**src/rtl/core/jtagbb_pkg.sv**
```systemverilog
package jtagbb_pkg;

   // return queue geometry and timer width
   localparam int FIFO_DEPTH = 256;
   localparam int FIFO_AW    = $clog2(FIFO_DEPTH);
   localparam int FIFO_CW    = $clog2(FIFO_DEPTH + 1);
   localparam int TICK_WIDTH = 16;

   // register widths
   localparam int KA_W   = 16;
   localparam int PL_W   = 6;
   localparam int CSR_DW = 16;
   localparam int CMP_W  = (TICK_WIDTH > KA_W) ? TICK_WIDTH : KA_W;

   localparam logic [PL_W-1:0] MAX_PAYLOAD = PL_W'(62);

   // register indexes
   localparam logic CSR_KEEPALIVE = 1'b0;
   localparam logic CSR_PAYLOAD   = 1'b1;

   // request function codes
   localparam logic [1:0] FUNC_HOST = 2'd0;
   localparam logic [1:0] FUNC_POLL = 2'd1;
   localparam logic [1:0] FUNC_TICK = 2'd2;

   // packet constants
   localparam logic [7:0] HDR_BYTE0 = 8'h31;
   localparam logic [7:0] HDR_BYTE1 = 8'h60;
   localparam logic [7:0] READ_FILL = 8'hFF;
   localparam logic [7:0] TDO_TAG   = 8'h02;

   localparam logic KIND_PIN    = 1'b0;
   localparam logic KIND_PACKET = 1'b1;

   typedef enum logic [1:0] {
      OP_HOST,
      OP_POLL,
      OP_TICK,
      OP_NONE
   } op_type;

   typedef struct packed {
      op_type     op;
      logic [7:0] host_byte;
      logic       tdo_level;
      logic [7:0] tdo_shift_byte;
   } item_type;

   typedef struct packed {
      logic tck;
      logic tms;
      logic tdi;
      logic ncs;
      logic led;
   } pins_type;

   typedef struct packed {
      logic       result_kind;
      logic [7:0] packet_byte;
      logic       last_of_packet;
      pins_type   pins;
      logic [7:0] shift_byte;
      logic       shift_start;
      logic       fifo_overflow;
   } rsp_word_type;

   typedef enum logic [1:0] {
      BK_IDLE,
      BK_HDR0,
      BK_HDR1,
      BK_DATA
   } back_state_type;

endpackage

```
**src/rtl/core/jtag_bitbang_byteshift_engine_top.sv**
```systemverilog
// jtag bit-bang / byte-shift engine
//
// request channel (req_*): one word per host command byte, return poll or timer
// tick, selected by req_func. words enter a two-word queue in the front end, so
// the host side keeps going while the result side is stalled.
// result channel (rsp_*): a command byte gives exactly one pin/shift update word
// (result_kind 0). a poll gives a packet: header 0x31, 0x60 and then up to
// payload_limit queued read-back bytes, last_of_packet on the final byte; with
// nothing queued it gives a header-only keepalive once the tick count has run
// out, else nothing. ticks and unused codes give no word.
// timing: a command byte goes from its queue slot to the result register; a
// packet's first header byte passes the first header state as well. while
// rsp_ready allows, the sequencer takes one request per cycle, so command bytes
// and ticks sustain one per cycle; a packet holds it in both header states and
// a data state per payload byte, one word per cycle out of the return ram.
// stall: rsp_valid holds its word until rsp_ready; the sequencer waits and the
// queue fills, then req_ready drops.
// reset: pins idle with chip select high, bit-bang mode, fifo and tick count
// cleared, keepalive_ticks 10, payload_limit 62. registers (csr_*) are written
// at once whenever csr_write_en is high, intended while the engine is idle.
module jtag_bitbang_byteshift_engine_top (
   input  logic                          clock,
   input  logic                          reset,
   // request words
   input  logic                          req_valid,
   output logic                          req_ready,
   input  logic [1:0]                    req_func,
   input  logic [7:0]                    req_host_byte,
   input  logic                          req_tdo_level,
   input  logic [7:0]                    req_tdo_shift_byte,
   // result words
   output logic                          rsp_valid,
   input  logic                          rsp_ready,
   output logic                          rsp_result_kind,
   output logic [7:0]                    rsp_packet_byte,
   output logic                          rsp_last_of_packet,
   output logic                          rsp_tck_level,
   output logic                          rsp_tms_level,
   output logic                          rsp_tdi_level,
   output logic                          rsp_chip_select_n,
   output logic                          rsp_led_level,
   output logic [7:0]                    rsp_shift_byte,
   output logic                          rsp_shift_start,
   output logic                          rsp_fifo_overflow,
   // register writes: index 0 keepalive_ticks, index 1 payload_limit
   input  logic                          csr_write_en,
   input  logic                          csr_index,
   input  logic [jtagbb_pkg::CSR_DW-1:0] csr_wdata
);

   jtagbb_pkg::item_type     q_item;
   jtagbb_pkg::rsp_word_type rsp_word;
   logic                     q_valid;
   logic                     q_pop;

   // front end: classify and queue request words
   jtagbb_front u_front (
      .clock              (clock),
      .reset              (reset),
      .req_valid          (req_valid),
      .req_ready          (req_ready),
      .req_func           (req_func),
      .req_host_byte      (req_host_byte),
      .req_tdo_level      (req_tdo_level),
      .req_tdo_shift_byte (req_tdo_shift_byte),
      .q_valid            (q_valid),
      .q_item             (q_item),
      .q_pop              (q_pop)
   );

   // back end: pin state, return fifo, packet sequencer
   jtagbb_back u_back (
      .clock        (clock),
      .reset        (reset),
      .q_valid      (q_valid),
      .q_item       (q_item),
      .q_pop        (q_pop),
      .csr_write_en (csr_write_en),
      .csr_index    (csr_index),
      .csr_wdata    (csr_wdata),
      .rsp_valid    (rsp_valid),
      .rsp_ready    (rsp_ready),
      .rsp_word     (rsp_word)
   );

   // unpack the result word onto its ports
   assign rsp_result_kind    = rsp_word.result_kind;
   assign rsp_packet_byte    = rsp_word.packet_byte;
   assign rsp_last_of_packet = rsp_word.last_of_packet;
   assign rsp_tck_level      = rsp_word.pins.tck;
   assign rsp_tms_level      = rsp_word.pins.tms;
   assign rsp_tdi_level      = rsp_word.pins.tdi;
   assign rsp_chip_select_n  = rsp_word.pins.ncs;
   assign rsp_led_level      = rsp_word.pins.led;
   assign rsp_shift_byte     = rsp_word.shift_byte;
   assign rsp_shift_start    = rsp_word.shift_start;
   assign rsp_fifo_overflow  = rsp_word.fifo_overflow;

endmodule

```
**src/rtl/core/jtagbb_ram.sv**
```systemverilog
module jtagbb_ram #(
   parameter int WIDTH = 8,
   parameter int DEPTH = 256
) (
   input  logic                     clock,
   input  logic                     wr_en,
   input  logic [$clog2(DEPTH)-1:0] wr_addr,
   input  logic [WIDTH-1:0]         wr_data,
   input  logic [$clog2(DEPTH)-1:0] rd_addr,
   output logic [WIDTH-1:0]         rd_data
);

   logic [WIDTH-1:0] mem_ff [DEPTH];
   logic [WIDTH-1:0] rd_data_ff;

   always_ff @(posedge clock) begin
      if (wr_en) begin
         mem_ff[wr_addr] <= wr_data;
      end
      rd_data_ff <= mem_ff[rd_addr];
   end

   assign rd_data = rd_data_ff;

endmodule

```
**src/rtl/core/jtagbb_front.sv**
```systemverilog
module jtagbb_front (
   input  logic                clock,
   input  logic                reset,
   input  logic                req_valid,
   output logic                req_ready,
   input  logic [1:0]          req_func,
   input  logic [7:0]          req_host_byte,
   input  logic                req_tdo_level,
   input  logic [7:0]          req_tdo_shift_byte,
   output logic                q_valid,
   output jtagbb_pkg::item_type q_item,
   input  logic                q_pop
);

   jtagbb_pkg::item_type slot_ff [2];
   jtagbb_pkg::item_type slot_in [2];
   jtagbb_pkg::item_type new_item;
   logic [1:0]           cnt_ff;
   logic [1:0]           cnt_in;
   logic                 wr_idx;
   logic                 push;

   // classify the request
   always_comb begin
      new_item.host_byte      = req_host_byte;
      new_item.tdo_level      = req_tdo_level;
      new_item.tdo_shift_byte = req_tdo_shift_byte;
      unique case (req_func)
         jtagbb_pkg::FUNC_HOST: new_item.op = jtagbb_pkg::OP_HOST;
         jtagbb_pkg::FUNC_POLL: new_item.op = jtagbb_pkg::OP_POLL;
         jtagbb_pkg::FUNC_TICK: new_item.op = jtagbb_pkg::OP_TICK;
         default:               new_item.op = jtagbb_pkg::OP_NONE;
      endcase
   end

   assign req_ready = (cnt_ff != 2'd2);
   assign push      = req_valid && req_ready;
   assign q_valid   = (cnt_ff != 2'd0);
   assign q_item    = slot_ff[0];
   assign wr_idx    = cnt_ff[0] && !q_pop;

   always_comb begin
      slot_in[0] = slot_ff[0];
      slot_in[1] = slot_ff[1];
      if (q_pop) begin
         slot_in[0] = slot_ff[1];
      end
      if (push) begin
         slot_in[wr_idx] = new_item;
      end
      cnt_in = cnt_ff + {1'b0, push} - {1'b0, q_pop};
   end

   always_ff @(posedge clock) begin
      slot_ff[0] <= slot_in[0];
      slot_ff[1] <= slot_in[1];
      if (reset) begin
         cnt_ff <= 2'd0;
      end else begin
         cnt_ff <= cnt_in;
      end
   end

endmodule

```
**src/rtl/core/jtagbb_back.sv**
```systemverilog
module jtagbb_back (
   input  logic                          clock,
   input  logic                          reset,
   input  logic                          q_valid,
   input  jtagbb_pkg::item_type          q_item,
   output logic                          q_pop,
   input  logic                          csr_write_en,
   input  logic                          csr_index,
   input  logic [jtagbb_pkg::CSR_DW-1:0] csr_wdata,
   output logic                          rsp_valid,
   input  logic                          rsp_ready,
   output jtagbb_pkg::rsp_word_type      rsp_word
);

   localparam int AW = jtagbb_pkg::FIFO_AW;
   localparam int CW = jtagbb_pkg::FIFO_CW;
   localparam int TW = jtagbb_pkg::TICK_WIDTH;
   localparam logic [CW-1:0] DEPTH_C = CW'(jtagbb_pkg::FIFO_DEPTH);
   localparam logic [AW-1:0] LAST_PTR = AW'(jtagbb_pkg::FIFO_DEPTH - 1);
   localparam logic [TW-1:0] TICK_MAX = {TW{1'b1}};

   jtagbb_pkg::back_state_type state_ff, state_in;
   jtagbb_pkg::pins_type       pins_ff, pins_in;
   jtagbb_pkg::rsp_word_type   rsp_ff, rsp_in;
   logic                       rsp_valid_ff, rsp_valid_in;
   logic                       shift_mode_ff, shift_mode_in;
   logic [5:0]                 bytes_left_ff, bytes_left_in;
   logic                       read_back_ff, read_back_in;
   logic [AW-1:0]              wr_ptr_ff, wr_ptr_in;
   logic [AW-1:0]              rd_ptr_ff, rd_ptr_in;
   logic [CW-1:0]              count_ff, count_in;
   logic [TW-1:0]              tick_ff, tick_in;
   logic [5:0]                 n_left_ff, n_left_in;
   logic                       keep_ff, keep_in;
   logic [jtagbb_pkg::KA_W-1:0] ka_ff;
   logic [jtagbb_pkg::PL_W-1:0] pl_ff;

   logic                       out_free;
   logic                       tick_hit;
   logic                       have_data;
   logic [jtagbb_pkg::CMP_W-1:0] thr_raw, thr_c;
   logic [jtagbb_pkg::PL_W-1:0]  lim;
   logic [5:0]                 n_take;
   logic                       ram_we;
   logic [7:0]                 ram_wdata;
   logic [7:0]                 ram_q;

   assign out_free  = !rsp_valid_ff || rsp_ready;
   assign have_data = (count_ff != '0);
   assign q_pop     = (state_ff == jtagbb_pkg::BK_IDLE) && q_valid && out_free;

   // keepalive threshold and payload limit after clamping
   always_comb begin
      thr_raw  = (ka_ff == '0) ? jtagbb_pkg::CMP_W'(1) : jtagbb_pkg::CMP_W'(ka_ff);
      thr_c    = (thr_raw > jtagbb_pkg::CMP_W'(TICK_MAX)) ?
                 jtagbb_pkg::CMP_W'(TICK_MAX) : thr_raw;
      tick_hit = (jtagbb_pkg::CMP_W'(tick_ff) >= thr_c);
      if (pl_ff == '0) begin
         lim = jtagbb_pkg::PL_W'(1);
      end else if (pl_ff > jtagbb_pkg::MAX_PAYLOAD) begin
         lim = jtagbb_pkg::MAX_PAYLOAD;
      end else begin
         lim = pl_ff;
      end
      n_take = (count_ff < CW'(lim)) ? count_ff[5:0] : lim;
   end

   // next state
   always_comb begin
      state_in = state_ff;
      unique case (state_ff)
         jtagbb_pkg::BK_IDLE: begin
            if (q_pop && (q_item.op == jtagbb_pkg::OP_POLL) && (have_data || tick_hit)) begin
               state_in = jtagbb_pkg::BK_HDR0;
            end
         end
         jtagbb_pkg::BK_HDR0: begin
            if (out_free) begin
               state_in = jtagbb_pkg::BK_HDR1;
            end
         end
         jtagbb_pkg::BK_HDR1: begin
            if (out_free) begin
               state_in = keep_ff ? jtagbb_pkg::BK_IDLE : jtagbb_pkg::BK_DATA;
            end
         end
         jtagbb_pkg::BK_DATA: begin
            if (out_free && (n_left_ff == 6'd1)) begin
               state_in = jtagbb_pkg::BK_IDLE;
            end
         end
         default: state_in = jtagbb_pkg::BK_IDLE;
      endcase
   end

   // datapath and result word
   always_comb begin
      logic       push_req;
      logic [7:0] push_val;
      logic       drop;
      push_req      = 1'b0;
      push_val      = '0;
      drop          = 1'b0;
      pins_in       = pins_ff;
      shift_mode_in = shift_mode_ff;
      bytes_left_in = bytes_left_ff;
      read_back_in  = read_back_ff;
      wr_ptr_in     = wr_ptr_ff;
      rd_ptr_in     = rd_ptr_ff;
      count_in      = count_ff;
      tick_in       = tick_ff;
      n_left_in     = n_left_ff;
      keep_in       = keep_ff;
      rsp_in        = rsp_ff;
      rsp_valid_in  = rsp_valid_ff && !rsp_ready;
      ram_we        = 1'b0;
      ram_wdata     = '0;

      unique case (state_ff)
         jtagbb_pkg::BK_IDLE: begin
            if (q_pop) begin
               case (q_item.op)
                  jtagbb_pkg::OP_HOST: begin
                     rsp_in = '0;
                     if (!shift_mode_ff) begin
                        read_back_in = q_item.host_byte[6];
                        if (q_item.host_byte[7]) begin
                           pins_in.tck   = 1'b0;
                           bytes_left_in = q_item.host_byte[5:0];
                           shift_mode_in = (q_item.host_byte[5:0] != 6'd0);
                        end else begin
                           pins_in.tck = q_item.host_byte[0];
                           pins_in.tms = q_item.host_byte[1];
                           pins_in.ncs = q_item.host_byte[3];
                           pins_in.tdi = q_item.host_byte[4];
                           pins_in.led = q_item.host_byte[5];
                           push_req    = q_item.host_byte[6];
                           push_val    = jtagbb_pkg::TDO_TAG | {7'd0, q_item.tdo_level};
                        end
                     end else begin
                        rsp_in.shift_byte  = q_item.host_byte;
                        rsp_in.shift_start = 1'b1;
                        push_req           = read_back_ff;
                        push_val           = pins_ff.ncs ? q_item.tdo_shift_byte :
                                             jtagbb_pkg::READ_FILL;
                        bytes_left_in      = bytes_left_ff - 6'd1;
                        if (bytes_left_ff == 6'd1) begin
                           shift_mode_in = 1'b0;
                        end
                     end
                     // queue a read-back byte unless the fifo is full
                     if (push_req) begin
                        if (count_ff >= DEPTH_C) begin
                           drop = 1'b1;
                        end else begin
                           ram_we    = 1'b1;
                           ram_wdata = push_val;
                           wr_ptr_in = (wr_ptr_ff == LAST_PTR) ? '0 : wr_ptr_ff + AW'(1);
                           count_in  = count_ff + CW'(1);
                        end
                     end
                     rsp_in.result_kind   = jtagbb_pkg::KIND_PIN;
                     rsp_in.pins          = pins_in;
                     rsp_in.fifo_overflow = drop;
                     rsp_valid_in         = 1'b1;
                  end
                  jtagbb_pkg::OP_POLL: begin
                     if (have_data || tick_hit) begin
                        tick_in   = '0;
                        n_left_in = n_take;
                        keep_in   = !have_data;
                     end
                  end
                  jtagbb_pkg::OP_TICK: begin
                     if (tick_ff != TICK_MAX) begin
                        tick_in = tick_ff + TW'(1);
                     end
                  end
                  default: begin
                  end
               endcase
            end
         end
         jtagbb_pkg::BK_HDR0: begin
            if (out_free) begin
               rsp_in             = '0;
               rsp_in.result_kind = jtagbb_pkg::KIND_PACKET;
               rsp_in.packet_byte = jtagbb_pkg::HDR_BYTE0;
               rsp_in.pins        = pins_ff;
               rsp_valid_in       = 1'b1;
            end
         end
         jtagbb_pkg::BK_HDR1: begin
            if (out_free) begin
               rsp_in                = '0;
               rsp_in.result_kind    = jtagbb_pkg::KIND_PACKET;
               rsp_in.packet_byte    = jtagbb_pkg::HDR_BYTE1;
               rsp_in.last_of_packet = keep_ff;
               rsp_in.pins           = pins_ff;
               rsp_valid_in          = 1'b1;
            end
         end
         jtagbb_pkg::BK_DATA: begin
            if (out_free) begin
               rsp_in                = '0;
               rsp_in.result_kind    = jtagbb_pkg::KIND_PACKET;
               rsp_in.packet_byte    = ram_q;
               rsp_in.last_of_packet = (n_left_ff == 6'd1);
               rsp_in.pins           = pins_ff;
               rsp_valid_in          = 1'b1;
               rd_ptr_in             = (rd_ptr_ff == LAST_PTR) ? '0 : rd_ptr_ff + AW'(1);
               count_in              = count_ff - CW'(1);
               n_left_in             = n_left_ff - 6'd1;
            end
         end
         default: begin
         end
      endcase
   end

   // read address runs one step ahead so the data is ready when the pointer lands
   jtagbb_ram #(
      .WIDTH (8),
      .DEPTH (jtagbb_pkg::FIFO_DEPTH)
   ) u_fifo_ram (
      .clock   (clock),
      .wr_en   (ram_we),
      .wr_addr (wr_ptr_ff),
      .wr_data (ram_wdata),
      .rd_addr (rd_ptr_in),
      .rd_data (ram_q)
   );

   always_ff @(posedge clock) begin
      rsp_ff <= rsp_in;
      if (reset) begin
         state_ff      <= jtagbb_pkg::BK_IDLE;
         pins_ff       <= '{tck: 1'b0, tms: 1'b0, tdi: 1'b0, ncs: 1'b1, led: 1'b0};
         rsp_valid_ff  <= 1'b0;
         shift_mode_ff <= 1'b0;
         bytes_left_ff <= '0;
         read_back_ff  <= 1'b0;
         wr_ptr_ff     <= '0;
         rd_ptr_ff     <= '0;
         count_ff      <= '0;
         tick_ff       <= '0;
         n_left_ff     <= '0;
         keep_ff       <= 1'b0;
         ka_ff         <= jtagbb_pkg::KA_W'(10);
         pl_ff         <= jtagbb_pkg::MAX_PAYLOAD;
      end else begin
         state_ff      <= state_in;
         pins_ff       <= pins_in;
         rsp_valid_ff  <= rsp_valid_in;
         shift_mode_ff <= shift_mode_in;
         bytes_left_ff <= bytes_left_in;
         read_back_ff  <= read_back_in;
         wr_ptr_ff     <= wr_ptr_in;
         rd_ptr_ff     <= rd_ptr_in;
         count_ff      <= count_in;
         tick_ff       <= tick_in;
         n_left_ff     <= n_left_in;
         keep_ff       <= keep_in;
         if (csr_write_en && (csr_index == jtagbb_pkg::CSR_KEEPALIVE)) begin
            ka_ff <= csr_wdata[jtagbb_pkg::KA_W-1:0];
         end
         if (csr_write_en && (csr_index == jtagbb_pkg::CSR_PAYLOAD)) begin
            pl_ff <= csr_wdata[jtagbb_pkg::PL_W-1:0];
         end
      end
   end

   assign rsp_valid = rsp_valid_ff;
   assign rsp_word  = rsp_ff;

   // fifo never holds more than its depth
   a_count_bound: assert property (@(posedge clock) disable iff (reset)
      count_ff <= DEPTH_C)
      else $error("return fifo count beyond depth");

   // payload bytes are only walked while the fifo has them
   a_data_nonempty: assert property (@(posedge clock) disable iff (reset)
      (state_ff == jtagbb_pkg::BK_DATA) |-> (count_ff != '0) && (n_left_ff != 6'd0))
      else $error("payload walk with empty fifo");

   // byte-shift mode always has bytes to go
   a_shift_len: assert property (@(posedge clock) disable iff (reset)
      shift_mode_ff |-> (bytes_left_ff != 6'd0))
      else $error("shift mode with zero length");

   // a taken first header byte is followed by the second
   a_hdr_order: assert property (@(posedge clock) disable iff (reset)
      (state_ff == jtagbb_pkg::BK_HDR0) && out_free |=> (state_ff == jtagbb_pkg::BK_HDR1))
      else $error("header sequence broken");

endmodule
```
**config.mk**
```make
export PLATFORM = sky130hd
export DESIGN_NAME = jtag_bitbang_byteshift_engine_top
export DESIGN_NICKNAME = d
export VERILOG_FILES = /design/src/rtl/core/jtagbb_pkg.sv /design/src/rtl/core/jtag_bitbang_byteshift_engine_top.sv /design/src/rtl/core/jtagbb_ram.sv /design/src/rtl/core/jtagbb_front.sv /design/src/rtl/core/jtagbb_back.sv
export SDC_FILE = /design/constraint.sdc
export NUM_CORES = 2
export LEC_CHECK = 0
export BUFFER_PORTS_ARGS = -buffer_cell sky130_fd_sc_hd__buf_2
export CAP_MARGIN = 20
export CORE_MARGIN = 1
export CORE_UTILIZATION = 30
export CTS_CLUSTER_SIZE = 25
export DETAILED_ROUTE_END_ITERATION = 7
export MAX_ROUTING_LAYER = met4
export PLACE_DENSITY = 0.52
export SETUP_SLACK_MARGIN = 0.2
export SYNTH_ARGS = -nofsm -noshare
export SYNTH_HDL_FRONTEND = slang
export SYNTH_SLANG_ARGS = --single-unit
```
**constraint.sdc**
```tcl
create_clock -name clock -period 12.1 [get_ports clock]
set_input_delay 2.42 -clock clock [delete_from_list [all_inputs] [get_ports clock]]
set_output_delay 2.42 -clock clock [all_outputs]
set_load 0.02 [all_outputs]
```
=== Yosys cells after proc, flatten, opt, wreduce, memory -nomap -nowiden ===
Memories as Yosys holds them, arrays and structs flattened. A register that Yosys moved wholly into a read port is not among the register bits.
Index checks and enable logic that the tools add are counted.

* Bitwise gates (word level): 4
* Reduce and logical (&&, ||, !) cells: 39
* Magnitude comparators: 7
* Equality and inequality tests: 26
* $mul: 0
* Add/subtract/negate cells: 9
* Mux-type cells: 76
* Div/mod/pow operators: 0
* Shifts and indexed selects: 0

{| class="wikitable"
|+ Operator list
! kind !! number
|-
| $mux W25 || 5
|-
| $pmux W25 S4 || 1
|-
| $mux W8 || 11
|-
| $mux W16 || 4
|-
| $mux W6 || 9
|-
| $mux W9 || 6
|-
| $bwmux W38 || 1
|-
| $mux W19 || 2
|-
| $mux W38 || 1
|-
| $pmux W16 S2 || 1
|-
| $mux W1 || 21
|-
| $reduce_and A5 Y1 || 4
|-
| $demux W19 S1 || 1
|-
| $pmux W9 S2 || 1
|-
| $add A16 B1 Y16 const B || 1
|-
| $add A8 B1 Y8 const B || 2
|-
| $eq A8 B8 Y1 const B || 2
|-
| $ge A16 B16 Y1 || 1
|-
| $gt A16 B16 Y1 const B || 1
|-
| $logic_not A16 Y1 || 1
|-
| $ne A16 B16 Y1 const B || 1
|-
| $ne A2 B2 Y1 const B || 8
|-
| $reduce_and A4 Y1 || 4
|-
| $eq A6 B1 Y1 const B || 2
|-
| 33 further kinds || 70
|}

* Latch bits: 0
* Bits in read-only memories: 0
* Bits of input ports: 41
* Bits in writable memories: 2086
* Memories kept: 2
* Logic and storage cells: 193
* Bits in registers: 113

{| class="wikitable"
|+ Memories
! memory !! words !! bits a word !! rd ports !! clocked after Yosys merged registers in !! write ports !! line !! RTL
|-
| u_back.u_fifo_ram.mem_ff || 256 || 8 || 1 || 1 || 1 || jtagbb_ram.sv:13 || <nowiki>logic [WIDTH-1:0] mem_ff [DEPTH];</nowiki>
|-
| u_front.slot_ff || 2 || 19 || 2 || 0 || 2 || jtagbb_front.sv:15 || <nowiki>jtagbb_pkg::item_type slot_ff [2];</nowiki>
|}

=== Longest topological paths before layout ===
* Depth after elaboration: 12
* Depth in mapped cells: 18
* Mapped depth without buffers: 13

=== Modules after synthesis ===
From an unflattened synthesis, not the netlist that was laid out.

* Cells, all modules: 4577
* Area, all modules: 87472.6 µm²

{| class="wikitable"
|+ By module, submodules not included
! module !! instances !! cells each !! area an instance (µm²) !! sequential area each (µm²)
|-
| jtagbb_ram || 1 || 3733 || 79556.3 || 61659.1
|-
| jtagbb_back || 1 || 724 || 6152.2 || 2472.4
|-
| jtagbb_front || 1 || 120 || 1764.2 || 991.0
|}

=== Worst setup path after synthesis ===
OpenSTA, ideal clock, no wires.

* Path type: input port to flip-flop
* From: in rsp_ready
* To: mem u_back.u_fifo_ram.mem_ff[0][2], data pin
* Arrival time: 10691 ps
* Setup time: 1578 ps
* Stages: 8
* Slack: -169 ps
* Cell sequence: nor2b_1 clkbuf_2 or3_1 inv_2 nand2_1 nor3_2 nand2_1 a21oi_1

* Longest elaborated chain between the ends: 4

{| class="wikitable"
|+ Ends and longest elaborated chain
! what !! line !! RTL
|-
| start: declaration || jtag_bitbang_byteshift_engine_top.sv:33 || <nowiki>input logic rsp_ready,</nowiki>
|-
| $logic_or A1 B1 Y1 || jtagbb_back.sv:48 || <nowiki>assign out_free = !rsp_valid_ff || rsp_ready;</nowiki>
|-
| $logic_and A1 B1 Y1 || jtagbb_back.sv:50 || <nowiki>assign q_pop = (state_ff == jtagbb_pkg::BK_IDLE) && q_valid && out_free;</nowiki>
|-
| $mux W8 || jtagbb_back.sv:121 || <nowiki>if (q_pop) begin</nowiki>
|-
| $mux W8 || jtagbb_back.sv:119 || <nowiki>unique case (state_ff)</nowiki>
|-
| via u_back.ram_wdata[2] || jtagbb_back.sv:45 || <nowiki>logic [7:0] ram_wdata;</nowiki>
|-
| end: declaration || jtagbb_ram.sv:13 ||
|}

The timed path passes the listed nets, and every way through them passes these cells.

=== Worst setup path in the final report ===
* From: in rsp_ready
* To: mem u_back.u_fifo_ram.mem_ff[142][5], data pin

Same word-level chain as after synthesis.

==> results.json <==
{
  "status": "completed",
  "initial_utilization_pct": 30.20,
  "routed_wl_mm": 266.6,
  "hp-start": "u_back.pins_ff[2]$_SDFFE_PP0P_",
  "post-route-period-util_pct": 58.31,
  "ys_seq_area_share_pct": 74.08,
  "drive_gt1_share_pct": 16.40,
  "coreArea_sq_um": 291100,
  "synth_top_area_share_pct": 71.46,
  "crit_type": "in2reg",
  "ant_nets": 0,
  "clock_path_buffers": 3,
  "syn_inst": 5200,
  "dieArea_sq_um": 295200,
  "async_flop_share_pct": 0,
  "hold_path.class": "reg2reg",
  "vias_per_cell": 5.301,
  "startpoint": "rsp_ready",
  "preCtsSetupSlack_ns": 4.171,
  "cp-end-kind": "register",
  "cts_tree": "done",
  "clkSinkCount": 2207,
  "wl_met1_mm": 116.0,
  "antenna_found_initial": 9,
  "critPathMaxStageDelay_ns": 0.73,
  "gp_congestion": 0.8703,
  "cts-htree-levels": 4,
  "grt_first_pass_wirelength_mm": 376.1,
  "slew_headroom_pct": 14.44,
  "grt-ovfl-total": 0,
  "required_ns": 12.63,
  "dr_wl_met2_mm": 121.7,
  "synth_top_area_cell": "edfxtp_1",
  "synth_seq_cells": 2207,
  "io_pins": 68,
  "wl_per_cell_um": 28.33,
  "power_mw": 16.27,
  "max_cap_viol_count": 0,
  "fin_skew_ns": 0.05472,
  "hold_buffers": 0,
  "syn_to_final_growth_pct": 14.42,
  "worst-path-buf-inv": 4,
  "top_layer": "met4",
  "dieWidth_um": 543.3,
  "utilization_pct": 34.55,
  "layout.cells.most_common_list": "edfxtp_1 (2,092), nand2_1 (394), nor2_1 (377)",
  "setup-violations-final": 0,
  "critPathLaunchType": "primary input",
  "ir_drop_uv": 142.5,
  "path_delay_family": "simple AND/OR/NAND/NOR gates",
  "final_common_cell": "edfxtp_1",
  "reg2reg_from": "u_back.state_ff[1]$_SDFFE_PP0P_",
  "dominantRegCellSynth": "edfxtp_1",
  "grt_pass1_vias": 48530,
  "synth.net_count": 5286,
  "clk_pin_slew_ns": 0.06,
  "insertion_delay_ns": 0.88,
  "cpMostUsedCell": "nand2_1",
  "rsz0062_at_grt": "false",
  "wl_met3_mm": 21.30,
  "detailed_place_hpwl_mm": 159.7,
  "chipHeight_um": 543.3,
  "powerDensity_nw_per_um2": 161.8,
  "avgSynthCellArea_sq_um": 16.91,
  "layout_min_cycle_time_ns": 7.056,
  "yosys-top-cells-area": "edfxtp_1 (71%), mux4_2 (7.6%), mux2i_1 (3.7%), dfxtp_1 (2.6%), nand2_1 (1.7%)",
  "arrival_ns": 7.59,
  "netlist_area_sq_um": 87910,
  "path_cells": "buf_2 -> nor2b_1 -> or3_1 -> inv_2 -> nand2_1 -> nor3_2 -> nand2_1 -> a21oi_4 -> buf_12 -> buf_4",
  "cts-resized-gates": 0,
  "hold_violations": 0,
  "cts_setup_buffers": 0,
  "ys_types": 75,
  "fillers": 27460,
  "slew_viol_final": 0,
  "fin_nets": 5395,
  "drc": 0,
  "max_freq_ghz": 0.1417,
  "port_buffers": 67,
  "via_count": 49880,
  "drt-initial-drc-count": 6477,
  "rows": 198,
  "cp_max_fo": 175,
  "cts_buffers": 229,
  "groute.usage.overall_pct": 18.27,
  "firstDrtPassIters": 5,
  "crit_slowest_cell": "nor3_2",
  "worst_pin_slew_ns": 1.283,
  "root_buffer": "clkbuf_16",
  "whs_ns": 0.4686,
  "p_leak_nw": 26.45,
  "grt_max_degree": 177,
  "fin_ws_ns": 5.044,
  "synth-edff-count": 2092,
  "yosys_warnings": 0
}
area by class of cell:
class	instances	area, sq um	share of cell area [%]
diodes	3	7.507	0.007464
clock buffers	275	5946	5.911
clock inverters	154	1617	1.607
inverters	55	206.4	0.2053
multi-input cells	2615	21260	21.14
flip-flops and latches	2207	65120	64.75
well taps	3900	4880	4.851
repair buffers	201	1544	1.535
per-stage QoR:
step / instances / cell area, sq um / setup TNS [ns]
after global placement: 8962 / 92830 / 0
after floorplan: 5200 / 87910 / -259.29
after CTS: 9398 / 100500 / 0
after global routing: 9409 / 100600 / 0
after detailed placement: 8969 / 92910 / 0
final: 9410 / 100600 / 0
tightest hold or removal path, cell delays in order (launching register included):
cell and delay (ns):
dfxtp_1 0.31, nand2_1 0.05, a21oi_1 0.05
synthesized netlist by cell type (13+ instances only):
cell / number
nand4_1: 29
or3_1: 14
nor3_1: 72
o22ai_1: 66
a22oi_1: 46
a21oi_1: 287
nor2_1: 383
a211o_1: 17
a211oi_1: 23
mux4_2: 298
a32oi_1: 17
dfxtp_1: 115
o21ai_0: 85
a31oi_1: 24
o221ai_1: 103
mux2i_1: 326
nand3_1: 102
buf_1: 27
inv_1: 53
and3_1: 38
buf_2: 51
edfxtp_1: 2092
a2111oi_0: 13
clkbuf_1: 172
mux2_2: 15
nand2_1: 404
o211ai_1: 18
xor2_1: 20
buf_6: 25
buf_4: 47
ha_1: 44
cell families after synthesis:
family | share of synthesized area, %
AO/OA/AOI/OAI | 5.871
buffers and inverters | 2.102
AND/OR/NAND/NOR | 5.460
multiplexers | 11.54
flip-flops | 74.08
adder cells (fa/ha/maj) | 0.6490
XOR/XNOR | 0.2989
flip-flops by register name, indices dropped and copies added, names as in the netlist, 5 cells and up, named ones only:
| register | cells |
|---|---|
| u_back.u_fifo_ram.rd_data | 8 |
| u_back.u_fifo_ram.mem_ff | 2048 |
| u_back.rd_ptr_ff | 8 |
| u_back.wr_ptr_ff | 8 |
| u_front.slot_ff | 19 |
| u_back.pl_ff | 6 |
| u_back.tick_ff | 16 |
| u_back.pins_ff | 5 |
| u_back.ka_ff | 16 |
| u_back.n_left_ff | 6 |
| u_back.bytes_left_ff | 6 |
| u_back.rsp_word | 25 |
| u_back.count_ff | 9 |
path summary, 6_finish.rpt:
path	endpoint	slack [ns]	cells after the start
setup / recovery	u_back.u_fifo_ram.mem_ff[142][5]$_DFFE_PP_	5.04	10
hold / removal	u_back.pins_ff[2]$_SDFFE_PP0P_	0.47	2
setup reg to reg	u_back.u_fifo_ram.mem_ff[142][5]$_DFFE_PP_	5.84	11
hold reg to reg	u_back.pins_ff[2]$_SDFFE_PP0P_	0.47	2
power by group:
group | switching (mW) | leakage [nW] | internal (mW)
clock | 3.03 | 3.67 | 4.10
combinational | 0.491 | 7.14 | 0.199
sequential | 0.0869 | 15.7 | 8.36
total | 3.61 | 26.5 | 12.7
per-layer routing:
layer / GRT usage (%) / up-vias
met1: 25.30 / 26380
met4: 5.110 / 0
li1: - / 20900
met3: 3.044 / 375
met5: - / -
met2: 27.64 / 2224
Power figures use the tool's default switching activity.
